**src/design/uri_percent_decode_normalizer_assert.svh**
```systemverilog
// Assertion macros for the URI percent-decode normalizer.
// Used by the top level; expects i_clk and i_rst_n in scope.
`ifndef URI_PERCENT_DECODE_NORMALIZER_ASSERT_SVH
`define URI_PERCENT_DECODE_NORMALIZER_ASSERT_SVH

// Checked only while out of reset
`define UPN_ASSERT(lbl, prop, msg) \
    lbl: assert property (@(posedge i_clk) disable iff (!i_rst_n) prop) else $error(msg);

// Checked at every edge, reset included
`define UPN_ASSERT_ALWAYS(lbl, prop, msg) \
    lbl: assert property (@(posedge i_clk) prop) else $error(msg);

`endif

```
**src/design/upn_pkg.sv**
```systemverilog
// Shared types, character codes and hex helpers for the URI normalizer.
// No dependencies.
package upn_pkg;

    // Character codes
    localparam logic [7:0] CH_PERCENT   = 8'h25;
    localparam logic [7:0] CH_BACKSLASH = 8'h5C;
    localparam logic [7:0] CH_SLASH     = 8'h2F;
    localparam logic [7:0] HEX_ALPHA_BASE = 8'd10;

    // Escape state codes
    localparam logic [1:0] PEND_NONE  = 2'd0;
    localparam logic [1:0] PEND_PCT   = 2'd1;
    localparam logic [1:0] PEND_DIGIT = 2'd2;

    // Default depth of the result queue
    localparam int FIFO_DEPTH_DEF = 8;

    // One result byte with its end mark
    typedef struct packed {
        logic [7:0] data;
        logic       last;
    } t_result;

    // Results produced by one input byte, slot 0 first
    typedef struct packed {
        logic [1:0]        cnt;
        t_result [2:0]     res;
    } t_push;

    function automatic logic is_hex(input logic [7:0] b);
        return (b >= "0" && b <= "9") || (b >= "a" && b <= "f") || (b >= "A" && b <= "F");
    endfunction

    function automatic logic [3:0] hex_value(input logic [7:0] b);
        logic [7:0] v;
        v = 8'd0;
        if (b >= "0" && b <= "9") begin
            v = b - 8'h30;
        end else if (b >= "a" && b <= "f") begin
            v = b - 8'h61 + HEX_ALPHA_BASE;
        end else if (b >= "A" && b <= "F") begin
            v = b - 8'h41 + HEX_ALPHA_BASE;
        end
        return v[3:0];
    endfunction

endpackage

```
**src/design/upn_decode.sv**
```systemverilog
// Input register, escape state and decode logic of the URI normalizer.
// Depends on upn_pkg; hands up to three results per byte to the queue.
module upn_decode (
    input  logic             i_clk,
    input  logic             i_rst_n,
    input  logic             i_valid,
    output logic             o_ready,
    input  logic [7:0]       i_byte,
    input  logic             i_last,
    input  logic             i_room,
    output upn_pkg::t_push   o_push
);
    import upn_pkg::*;

    logic       r_in_valid;
    logic [7:0] r_in_byte;
    logic       r_in_last;
    logic [1:0] r_pend;
    logic [1:0] n_pend;
    logic [7:0] r_held;
    logic       load_held;
    logic       consume;

    // Held item leaves the input register once the queue can take three results
    assign consume = r_in_valid && i_room;
    assign o_ready = !r_in_valid || consume;

    // Input register
    always_ff @(posedge i_clk) begin
        if (!i_rst_n) begin
            r_in_valid <= 1'b0;
        end else if (o_ready) begin
            r_in_valid <= i_valid;
        end
    end

    always_ff @(posedge i_clk) begin
        if (o_ready && i_valid) begin
            r_in_byte <= i_byte;
            r_in_last <= i_last;
        end
    end

    // Decode of the registered byte against the escape state
    always_comb begin
        t_result    idle_res;
        logic       idle_n;
        logic [1:0] idle_pend;
        idle_res  = '{data: r_in_byte, last: r_in_last};
        idle_n    = 1'b1;
        idle_pend = PEND_NONE;
        // Byte handled with nothing held
        if (r_in_byte == CH_PERCENT) begin
            if (!r_in_last) begin
                idle_n    = 1'b0;
                idle_pend = PEND_PCT;
            end
        end else if (r_in_byte == CH_BACKSLASH) begin
            idle_res.data = CH_SLASH;
        end

        o_push    = '0;
        n_pend    = idle_pend;
        load_held = 1'b0;
        case (r_pend)
            PEND_PCT: begin
                if (is_hex(r_in_byte)) begin
                    if (r_in_last) begin
                        o_push.cnt    = 2'd2;
                        o_push.res[0] = '{data: CH_PERCENT, last: 1'b0};
                        o_push.res[1] = '{data: r_in_byte, last: 1'b1};
                        n_pend        = PEND_NONE;
                    end else begin
                        load_held = 1'b1;
                        n_pend    = PEND_DIGIT;
                    end
                end else begin
                    o_push.cnt    = 2'd1 + {1'b0, idle_n};
                    o_push.res[0] = '{data: CH_PERCENT, last: 1'b0};
                    o_push.res[1] = idle_res;
                end
            end
            PEND_DIGIT: begin
                if (is_hex(r_in_byte)) begin
                    o_push.cnt    = 2'd1;
                    o_push.res[0] = '{data: {hex_value(r_held), hex_value(r_in_byte)},
                                      last: r_in_last};
                    n_pend        = PEND_NONE;
                end else begin
                    o_push.cnt    = 2'd2 + {1'b0, idle_n};
                    o_push.res[0] = '{data: CH_PERCENT, last: 1'b0};
                    o_push.res[1] = '{data: r_held, last: 1'b0};
                    o_push.res[2] = idle_res;
                end
            end
            default: begin
                o_push.cnt    = {1'b0, idle_n};
                o_push.res[0] = idle_res;
            end
        endcase
        if (!consume) begin
            o_push.cnt = 2'd0;
        end
    end

    // Escape state
    always_ff @(posedge i_clk) begin
        if (!i_rst_n) begin
            r_pend <= PEND_NONE;
        end else if (consume) begin
            r_pend <= n_pend;
        end
    end

    always_ff @(posedge i_clk) begin
        if (consume && load_held) begin
            r_held <= r_in_byte;
        end
    end

endmodule

```
**src/design/upn_out_fifo.sv**
```systemverilog
// Result queue of the URI normalizer: takes up to three results a cycle,
// gives one a cycle out while i_ready is high. Depends on upn_pkg.
module upn_out_fifo #(
    parameter int DEPTH = upn_pkg::FIFO_DEPTH_DEF
) (
    input  logic             i_clk,
    input  logic             i_rst_n,
    input  upn_pkg::t_push   i_push,
    output logic             o_room,
    output logic             o_valid,
    input  logic             i_ready,
    output logic [7:0]       o_data,
    output logic             o_last
);
    import upn_pkg::*;

    localparam int AW = $clog2(DEPTH);
    localparam int CW = $clog2(DEPTH + 1);
    localparam logic [AW:0]   DEPTH_W = (AW + 1)'(DEPTH);
    localparam logic [CW-1:0] ROOM_MAX = CW'(DEPTH - 3);

    t_result         r_mem [DEPTH];
    logic [AW-1:0]   r_wr;
    logic [AW-1:0]   r_rd;
    logic [CW-1:0]   r_count;
    logic            pop;

    // Pointer advance with wrap at DEPTH
    function automatic logic [AW-1:0] wrap_add(input logic [AW-1:0] p, input logic [1:0] k);
        logic [AW:0] s;
        s = {1'b0, p} + (AW + 1)'(k);
        if (s >= DEPTH_W) begin
            s = s - DEPTH_W;
        end
        return s[AW-1:0];
    endfunction

    assign o_valid = (r_count != '0);
    assign o_room  = (r_count <= ROOM_MAX);
    assign pop     = o_valid && i_ready;
    assign o_data  = r_mem[r_rd].data;
    assign o_last  = r_mem[r_rd].last;

    // Storage writes, one slot per produced result
    always_ff @(posedge i_clk) begin
        for (int k = 0; k < 3; k++) begin
            if (2'(k) < i_push.cnt) begin
                r_mem[wrap_add(r_wr, 2'(k))] <= i_push.res[k];
            end
        end
    end

    // Pointers and fill count
    always_ff @(posedge i_clk) begin
        if (!i_rst_n) begin
            r_wr    <= '0;
            r_rd    <= '0;
            r_count <= '0;
        end else begin
            r_wr    <= wrap_add(r_wr, i_push.cnt);
            r_rd    <= wrap_add(r_rd, {1'b0, pop});
            r_count <= r_count + CW'(i_push.cnt) - CW'(pop);
        end
    end

endmodule

```
**src/design/uri_percent_decode_normalizer.sv**
```systemverilog
// Top level of the URI percent-decode normalizer.
// Depends on upn_pkg, upn_decode, upn_out_fifo and the assertion header.
//
// Usage:
//   The slave channel takes one raw URI byte per transfer in s_axis_tdata,
//   with s_axis_tlast set on the final byte of the buffer. The master channel
//   gives the normalized bytes, one per transfer, with m_axis_tlast on the
//   final normalized byte. "%XY" with two hex digits becomes one byte, a
//   backslash becomes '/', broken escapes come out as they arrived.
//   An accepted byte is registered in the input register, decoded
//   combinationally from it and written into the result queue once the queue
//   has room for three results; m_axis_tvalid follows the queue's fill count.
//   Throughput: one input byte per cycle. A byte yields zero to three
//   results; the queue (FIFO_DEPTH entries) absorbs bursts and drains one
//   result per cycle while m_axis_tready is high, and the input register
//   waits while fewer than three entries are free.
//   Reset (i_rst_n low, synchronous) empties the queue and input register and
//   drops any held '%' or digit. When the receiver stalls, results stay in
//   the queue, and input flows until under three entries are free.
`include "uri_percent_decode_normalizer_assert.svh"

module uri_percent_decode_normalizer #(
    parameter int FIFO_DEPTH = upn_pkg::FIFO_DEPTH_DEF
) (
    input  logic       i_clk,
    input  logic       i_rst_n,
    input  logic       s_axis_tvalid,
    output logic       s_axis_tready,
    input  logic [7:0] s_axis_tdata,   // [7:0] in_byte
    input  logic       s_axis_tlast,   // last_byte
    output logic       m_axis_tvalid,
    input  logic       m_axis_tready,
    output logic [7:0] m_axis_tdata,   // [7:0] out_byte
    output logic       m_axis_tlast    // end_of_buffer
);
    import upn_pkg::*;

    t_push push;
    logic  fifo_room;

    // Decode stage
    upn_decode u_decode (
        .i_clk   (i_clk),
        .i_rst_n (i_rst_n),
        .i_valid (s_axis_tvalid),
        .o_ready (s_axis_tready),
        .i_byte  (s_axis_tdata),
        .i_last  (s_axis_tlast),
        .i_room  (fifo_room),
        .o_push  (push)
    );

    // Result queue
    upn_out_fifo #(
        .DEPTH (FIFO_DEPTH)
    ) u_out_fifo (
        .i_clk   (i_clk),
        .i_rst_n (i_rst_n),
        .i_push  (push),
        .o_room  (fifo_room),
        .o_valid (m_axis_tvalid),
        .i_ready (m_axis_tready),
        .o_data  (m_axis_tdata),
        .o_last  (m_axis_tlast)
    );

    // Results are only written when the queue has space for a full burst
    `UPN_ASSERT(a_push_needs_room, push.cnt != 2'd0 |-> fifo_room, "push without room")
    // A full-burst shortage means results are waiting
    `UPN_ASSERT(a_no_room_has_data, !fifo_room |-> m_axis_tvalid, "queue short of room but empty")
    // An empty queue with no write stays empty
    `UPN_ASSERT(a_empty_stays, !m_axis_tvalid && push.cnt == 2'd0 |=> !m_axis_tvalid,
        "result appeared without a write")

endmodule

```
**config.mk**
```make
export PLATFORM = sky130hd
export DESIGN_NAME = uri_percent_decode_normalizer
export DESIGN_NICKNAME = d
export VERILOG_FILES = /design/src/design/upn_pkg.sv /design/src/design/upn_decode.sv /design/src/design/upn_out_fifo.sv /design/src/design/uri_percent_decode_normalizer.sv
export VERILOG_INCLUDE_DIRS = /design/src /design/src/design
export SDC_FILE = /design/constraint.sdc
export NUM_CORES = 1
export LEC_CHECK = 0
export BUFFER_PORTS_ARGS = -buffer_cell sky130_fd_sc_hd__buf_2
export CAP_MARGIN = 15
export CORE_MARGIN = 8
export CORE_UTILIZATION = 35
export CTS_BUF_LIST = sky130_fd_sc_hd__clkbuf_16
export CTS_CLUSTER_DIAMETER = 40
export DETAILED_ROUTE_END_ITERATION = 16
export SLEW_MARGIN = 20
export SYNTH_ARGS = -nofsm -noshare
export SYNTH_HDL_FRONTEND = slang
export SYNTH_SLANG_ARGS = --single-unit
```
**constraint.sdc**
```tcl
create_clock -name i_clk -period 3.8 [get_ports i_clk]
set_input_delay 0.19 -clock i_clk [delete_from_list [all_inputs] [get_ports i_clk]]
set_output_delay 0.19 -clock i_clk [all_outputs]
set_load 0.01 [all_outputs]
```
==> results of run 1 <==
-- path summary, 6_finish.rpt --
path / start / endpoint
worst max register to register: u_decode.r_in_byte[1]$_DFFE_PP_ / u_out_fifo.r_count[3]$_SDFF_PN0_
worst min register to register: u_decode.r_pend[1]$_SDFFE_PN0P_ / u_decode.r_pend[1]$_SDFFE_PN0P_
worst min-delay path: s_axis_tdata[2] / u_decode.r_in_byte[2]$_DFFE_PP_
worst max-delay path: u_decode.r_in_byte[1]$_DFFE_PP_ / u_out_fifo.r_count[3]$_SDFF_PN0_
-- where the power goes --
group          leakage, nW  internal (mW)  switching, mW
logic                 1.82          0.405          0.439
clock network        0.144          0.454          0.436
registers            0.916           1.29         0.0651
-- kinds of logic after synthesis --
| logic type | count (synthesis) | share of synthesized area |
|---|---|---|
| compound gates | 166 | 0.191 |
| xor+xnor | 6 | 0.00782 |
| fa+ha+maj | 24 | 0.0469 |
| buf+inv | 65 | 0.0469 |
| flops | 102 | 0.437 |
| mux | 68 | 0.137 |
| simple gates | 182 | 0.134 |
-- stage by stage --
stage	util	power [mW]	worst slack, ps	hold WS, ps
floorplan	-	1.97	323	289
global placement	0.387	2.21	522	367
detailed placement	0.387	2.23	347	369
CTS	0.405	3.12	328	1.55
global route	0.406	3.24	17.1	4.92
finish	0.406	3.09	322	9.13
-- cell usage in the layout (no fill, tap or decap), types with 22 or more instances in the layout --
| cell | n |
|---|---|
| o21ai_0 | 24 |
| inv_1 | 27 |
| buf_4 | 45 |
| nand2_1 | 57 |
| nor2_1 | 52 |
| mux2i_1 | 39 |
| buf_2 | 23 |
| edfxtp_1 | 89 |
| ha_1 | 22 |
| a21oi_1 | 30 |
-- cell usage after synthesis, drive strengths merged (11+ instances only) --
master  instances  area [um2]
edfxtp         89        2670
nand2          59         226
nor2           53         201
mux2i          39         390
o21ai          32         164
a21oi          31         159
inv            27         101
buf            25         165
ha             22         275
mux4           18         405
o22ai          18         119
clkbuf         13        48.8
dfxtp          13         260
nand3          13        75.1
and2           12        75.1
nor2b          12        75.1
o211ai         12         104
mux2           11         124
-- area by class of cell --
| type | count | share of cell area |
|---|---|---|
| clock buffers | 9 | 0.0296 |
| multi-input cells | 446 | 0.458 |
| well taps | 234 | 0.0385 |
| repair buffers | 75 | 0.0687 |
| flip-flops and latches | 102 | 0.385 |
| inverters | 27 | 0.0133 |
| clock inverters | 7 | 0.00723 |
-- timing repair --
item | in CTS | in global routing
gates resized for setup | 0 | 1
setup endpoints to repair | 0 | 1
hold buffers | 7 | 0
setup buffers | 0 | 0
endpoints found under the hold margin | 7 | 0
-- worst max-delay path, cell delays in order (launching register included) --
cell and delay (ps):
edfxtp_1 460, inv_1 150, ha_1 250, nor4b_2 180
a311oi_1 400, o21a_1 310, o21ai_0 260, ha_1 410
inv_1 50, ha_1 280, a21o_1 170, a21oi_1 190
xor2_1 80, and2_1 160
-- flip-flops by register name, indices dropped and copies added, names as in the netlist --
register	cells
u_out_fifo.r_rd	3
u_out_fifo.r_count	4
u_decode.r_in_valid	1
u_decode.r_held	8
u_out_fifo.r_wr	3
u_decode.r_pend	2
u_decode.r_in_byte	8
u_out_fifo.r_mem	72
u_decode.r_in_last	1
-- routing by layer --
layer	global-route usage	share of wire	vias up
met1	0.230	0.44	2654
met4	0.0593	0.023	0
met3	0.0306	0.063	37
met2	0.284	0.48	227
met5	0	0	-
li1	-	-	2455
==> flow_summary.ini, run 1 <==
[drt]
drc = 0
avgRoutedWirePerCell_um = 22.7
vias = 5373
vias_per_cell = 5.97
dr.pass1.iters = 5
ant_nets = 0
routed_wl_um = 20400
first_iter_violations = 486

[min_path]
whs_path_depth = 1
holdCritPathClass = in -> reg

[synthesis]
ys_seq_area_frac = 0.437
synth_ff_type = edfxtp_1
synthArstFlopShare = 0
ys_ff_latch = 102
synth-edff-count = 89
synth_cell_types = 85
syn_inst = 613
synth_nets = 650
synth.avg_cell_area_um2 = 11.0
netlist_area_mm2 = 0.00672
yosysWarnings = 0

[floorplan]
start_util = 0.358
dieArea_mm2 = 0.0239
rows = 50
core-area_mm2 = 0.0188
die_w_um = 155
ios = 24
fp.dieH_um = 155

[setup_path]
cp.required_ps = 4050
cp.arrival_ps = 3730
cp-start-kind = register
worstSetupEndpointType = register
r2r_setup_slack_ps = 320
crit_path_max_fanout = 7
path_class = reg -> reg
rr_worst_depth = 13

[global_route]
overflow = 0
grt_util_all_layers = 0.174
first_global_vias = 5366
antenna_found_initial = 0
grt_pass1_wl_um = 32400
grt_max_degree = 20

[clock_network]
cts-root-buf = clkbuf_16
cts_buffers = 9
path_clk_slew_ps = 70
htreeDepth = 3
cts.sinks = 102
cts_tree = done
clk_latency_ps = 360
clk_path_buf_depth = 2

[timing]
fin_skew_ps = 12.5
setup_viol = 0
setup_tns_ps = 0
post-route-min-period_ps = 3480
max_slew_margin = 0.354
tightest_slew_ps = 945
drv_slew = 0
fin_crit_sh = 0.915
max_freq_mhz = 287
hold_viol = 0
rsz0062_at_grt = false

[finish]
final_cells = 900
layout-drive-gt1-share = 0.218
final-seq-area_mm2 = 0.00293
area_growth_pct = 13.3
final_cell_area_mm2 = 0.00761
num_antenna_cells = 0
final_nets = 698
multiInputGateArea_mm2 = 0.00348
fillCellCount = 1837

[place]
post-place-cells = 877
dp_hpwl_um = 15500
finalWeightedCongestion = 0.934
io_buffers = 23
placed_area_mm2 = 0.00726

[power_and_ir_drop]
p_per_area_mw_per_mm2 = 406
p_leak_nw = 2.88
worst_ir_drop_vdd_mv = 0.259

[run_status]
outcome = complete, no violations

[flow_run]
cap_violations = 0
Power figures use the tool's default switching activity.
==> run 2: changes to the inputs <==
- PLACE_DENSITY: default -> 0.53
==> flow_summary.ini, run 2 (same netlist as run 1, synthesis figures left out) <==
[clock_network]
cts_setup_buffers = 0
cts_buffers = 9
clk_path_buf_depth = 2
cts-root-buf = clkbuf_16
cts.sinks = 102
clk_latency_ps = 370
htreeDepth = 3
path_clk_slew_ps = 70
cts_tree = done

[finish]
fillCellCount = 1818
mostFrequentLayoutCell = edfxtp_1
area_growth_pct = 13.9
final_nets = 700
final_cell_mix = edfxtp_1, nand2_1, nor2_1, buf_4, mux2i_1
largest_registers = u_out_fifo.r_mem: 72 flops, u_decode.r_held: 8 flops, u_decode.r_in_byte: 8 flops
num_antenna_cells = 0
largest_reg_flops = 72
post-route-util = 0.408
top_register = u_out_fifo.r_mem
layout-drive-gt1-share = 0.219

[place]
post-place-ws_ps = 193
io_buffers = 23
dp_hpwl_um = 15500
finalWeightedCongestion = 0.911

[min_path]
holdCritPathClass = in -> reg

[floorplan]
rows = 50
die_w_um = 155
ios = 24
core-area_mm2 = 0.0188
fp.dieH_um = 155
dieArea_mm2 = 0.0239
start_util = 0.358

[timing]
setup_tns_ps = 0
drv_slew = 0
max_freq_mhz = 291
worst_slack_ps = 359
fin_crit_sh = 0.906
tightest_slew_ps = 1010
fin_skew_ps = 11.2
post-route-min-period_ps = 3440
max_slew_margin = 0.321
rsz0062_at_grt = false
hold_viol = 0
setup_viol = 0

[drt]
drc = 0
routed_wl_um = 20600
avgRoutedWirePerCell_um = 22.9
ant_nets = 0
vias = 5334
first_iter_violations = 548
vias_per_cell = 5.91
dr.pass1.iters = 6

[power_and_ir_drop]
worst_ir_drop_vdd_mv = 0.326
p_per_area_mw_per_mm2 = 409
p_leak_nw = 2.89
power_mw = 3.13

[setup_path]
path_class = reg -> reg
worstSetupEndpointType = register
cp-start-kind = register
cp.required_ps = 4060
cp.arrival_ps = 3700
r2r_setup_slack_ps = 360
crit_path_max_fanout = 7

[global_route]
grt_pass1_wl_um = 32200
grt_util_all_layers = 0.176
grt_max_degree = 22
antenna_found_initial = 0
first_global_vias = 5552
overflow = 0

[run_status]
outcome = complete, no violations

[flow_run]
cap_violations = 0
## run 2: per-layer routing
layer | vias to the layer above | routed length [um] | part of all wire | global-route usage
met2 | 207 | 9940 | 0.48 | 0.289
met3 | 28 | 1320 | 0.064 | 0.0354
met4 | 0 | 361 | 0.018 | 0.0574
met1 | 2643 | 9010 | 0.44 | 0.228
li1 | 2456 | - | - | -
met5 | - | 0 | 0 | 0
## run 2: critical path, cell delays in order (launching register included)
cell and delay, ps:
edfxtp_1 480, inv_1 180, ha_1 240, nor4b_1 440, a311oi_1 200, o21a_1 300, o21ai_0 260, ha_1 360
inv_1 70, ha_1 230, a21o_1 180, a21oi_1 170, xor2_1 80, and2_1 150
## run 2: worst paths after layout
kind / startpoint / to / cells past startpoint
max: u_decode.r_in_byte[1]$_DFFE_PP_ / u_out_fifo.r_count[3]$_SDFF_PN0_ / 13
min: s_axis_tvalid / u_decode.r_in_valid$_SDFFE_PN0N_ / 3
max reg2reg: u_decode.r_in_byte[1]$_DFFE_PP_ / u_out_fifo.r_count[3]$_SDFF_PN0_ / 13
min reg2reg: u_decode.r_pend[0]$_SDFFE_PN0P_ / u_decode.r_pend[0]$_SDFFE_PN0P_ / 2
## run 2: timing repair
item / in CTS / in global routing
resized for setup: 0 / 1
endpoints found under the hold margin: 9 / 0
setup endpoints to repair: 0 / 7
hold buffers: 9 / 0
## run 2: area by class of cell
cell class	instances	area, um2	share of cell area
clock buffers	9	225	0.0294
clock inverters	7	72.6	0.00948
inverters	27	101	0.0132
multi-input cells	446	3480	0.455
flip-flops and latches	102	2930	0.383
well taps	234	293	0.0383
repair buffers	77	543	0.0710
## run 2: power breakdown
| part | internal, mW | total (mW) | switching, mW |
|---|---|---|---|
| logic | 0.406 | 0.843 | 0.437 |
| registers | 1.29 | 1.36 | 0.0641 |
| clock network | 0.465 | 0.931 | 0.466 |
| total | 2.16 | 3.13 | 0.966 |
## run 2: stage by stage
| stage | hold WS, ps | instance area, um2 | std cells |
|---|---|---|---|
| 6_report | 103 | 7650 | 902 |
| 5_1_grt | 117 | 7650 | 902 |
| 4_1_cts | 92.2 | 7640 | 902 |
| 3_5_place_dp | 369 | 7260 | 877 |
| 3_3_place_gp | 366 | 7260 | 877 |
| 2_1_floorplan | 289 | 6720 | 613 |
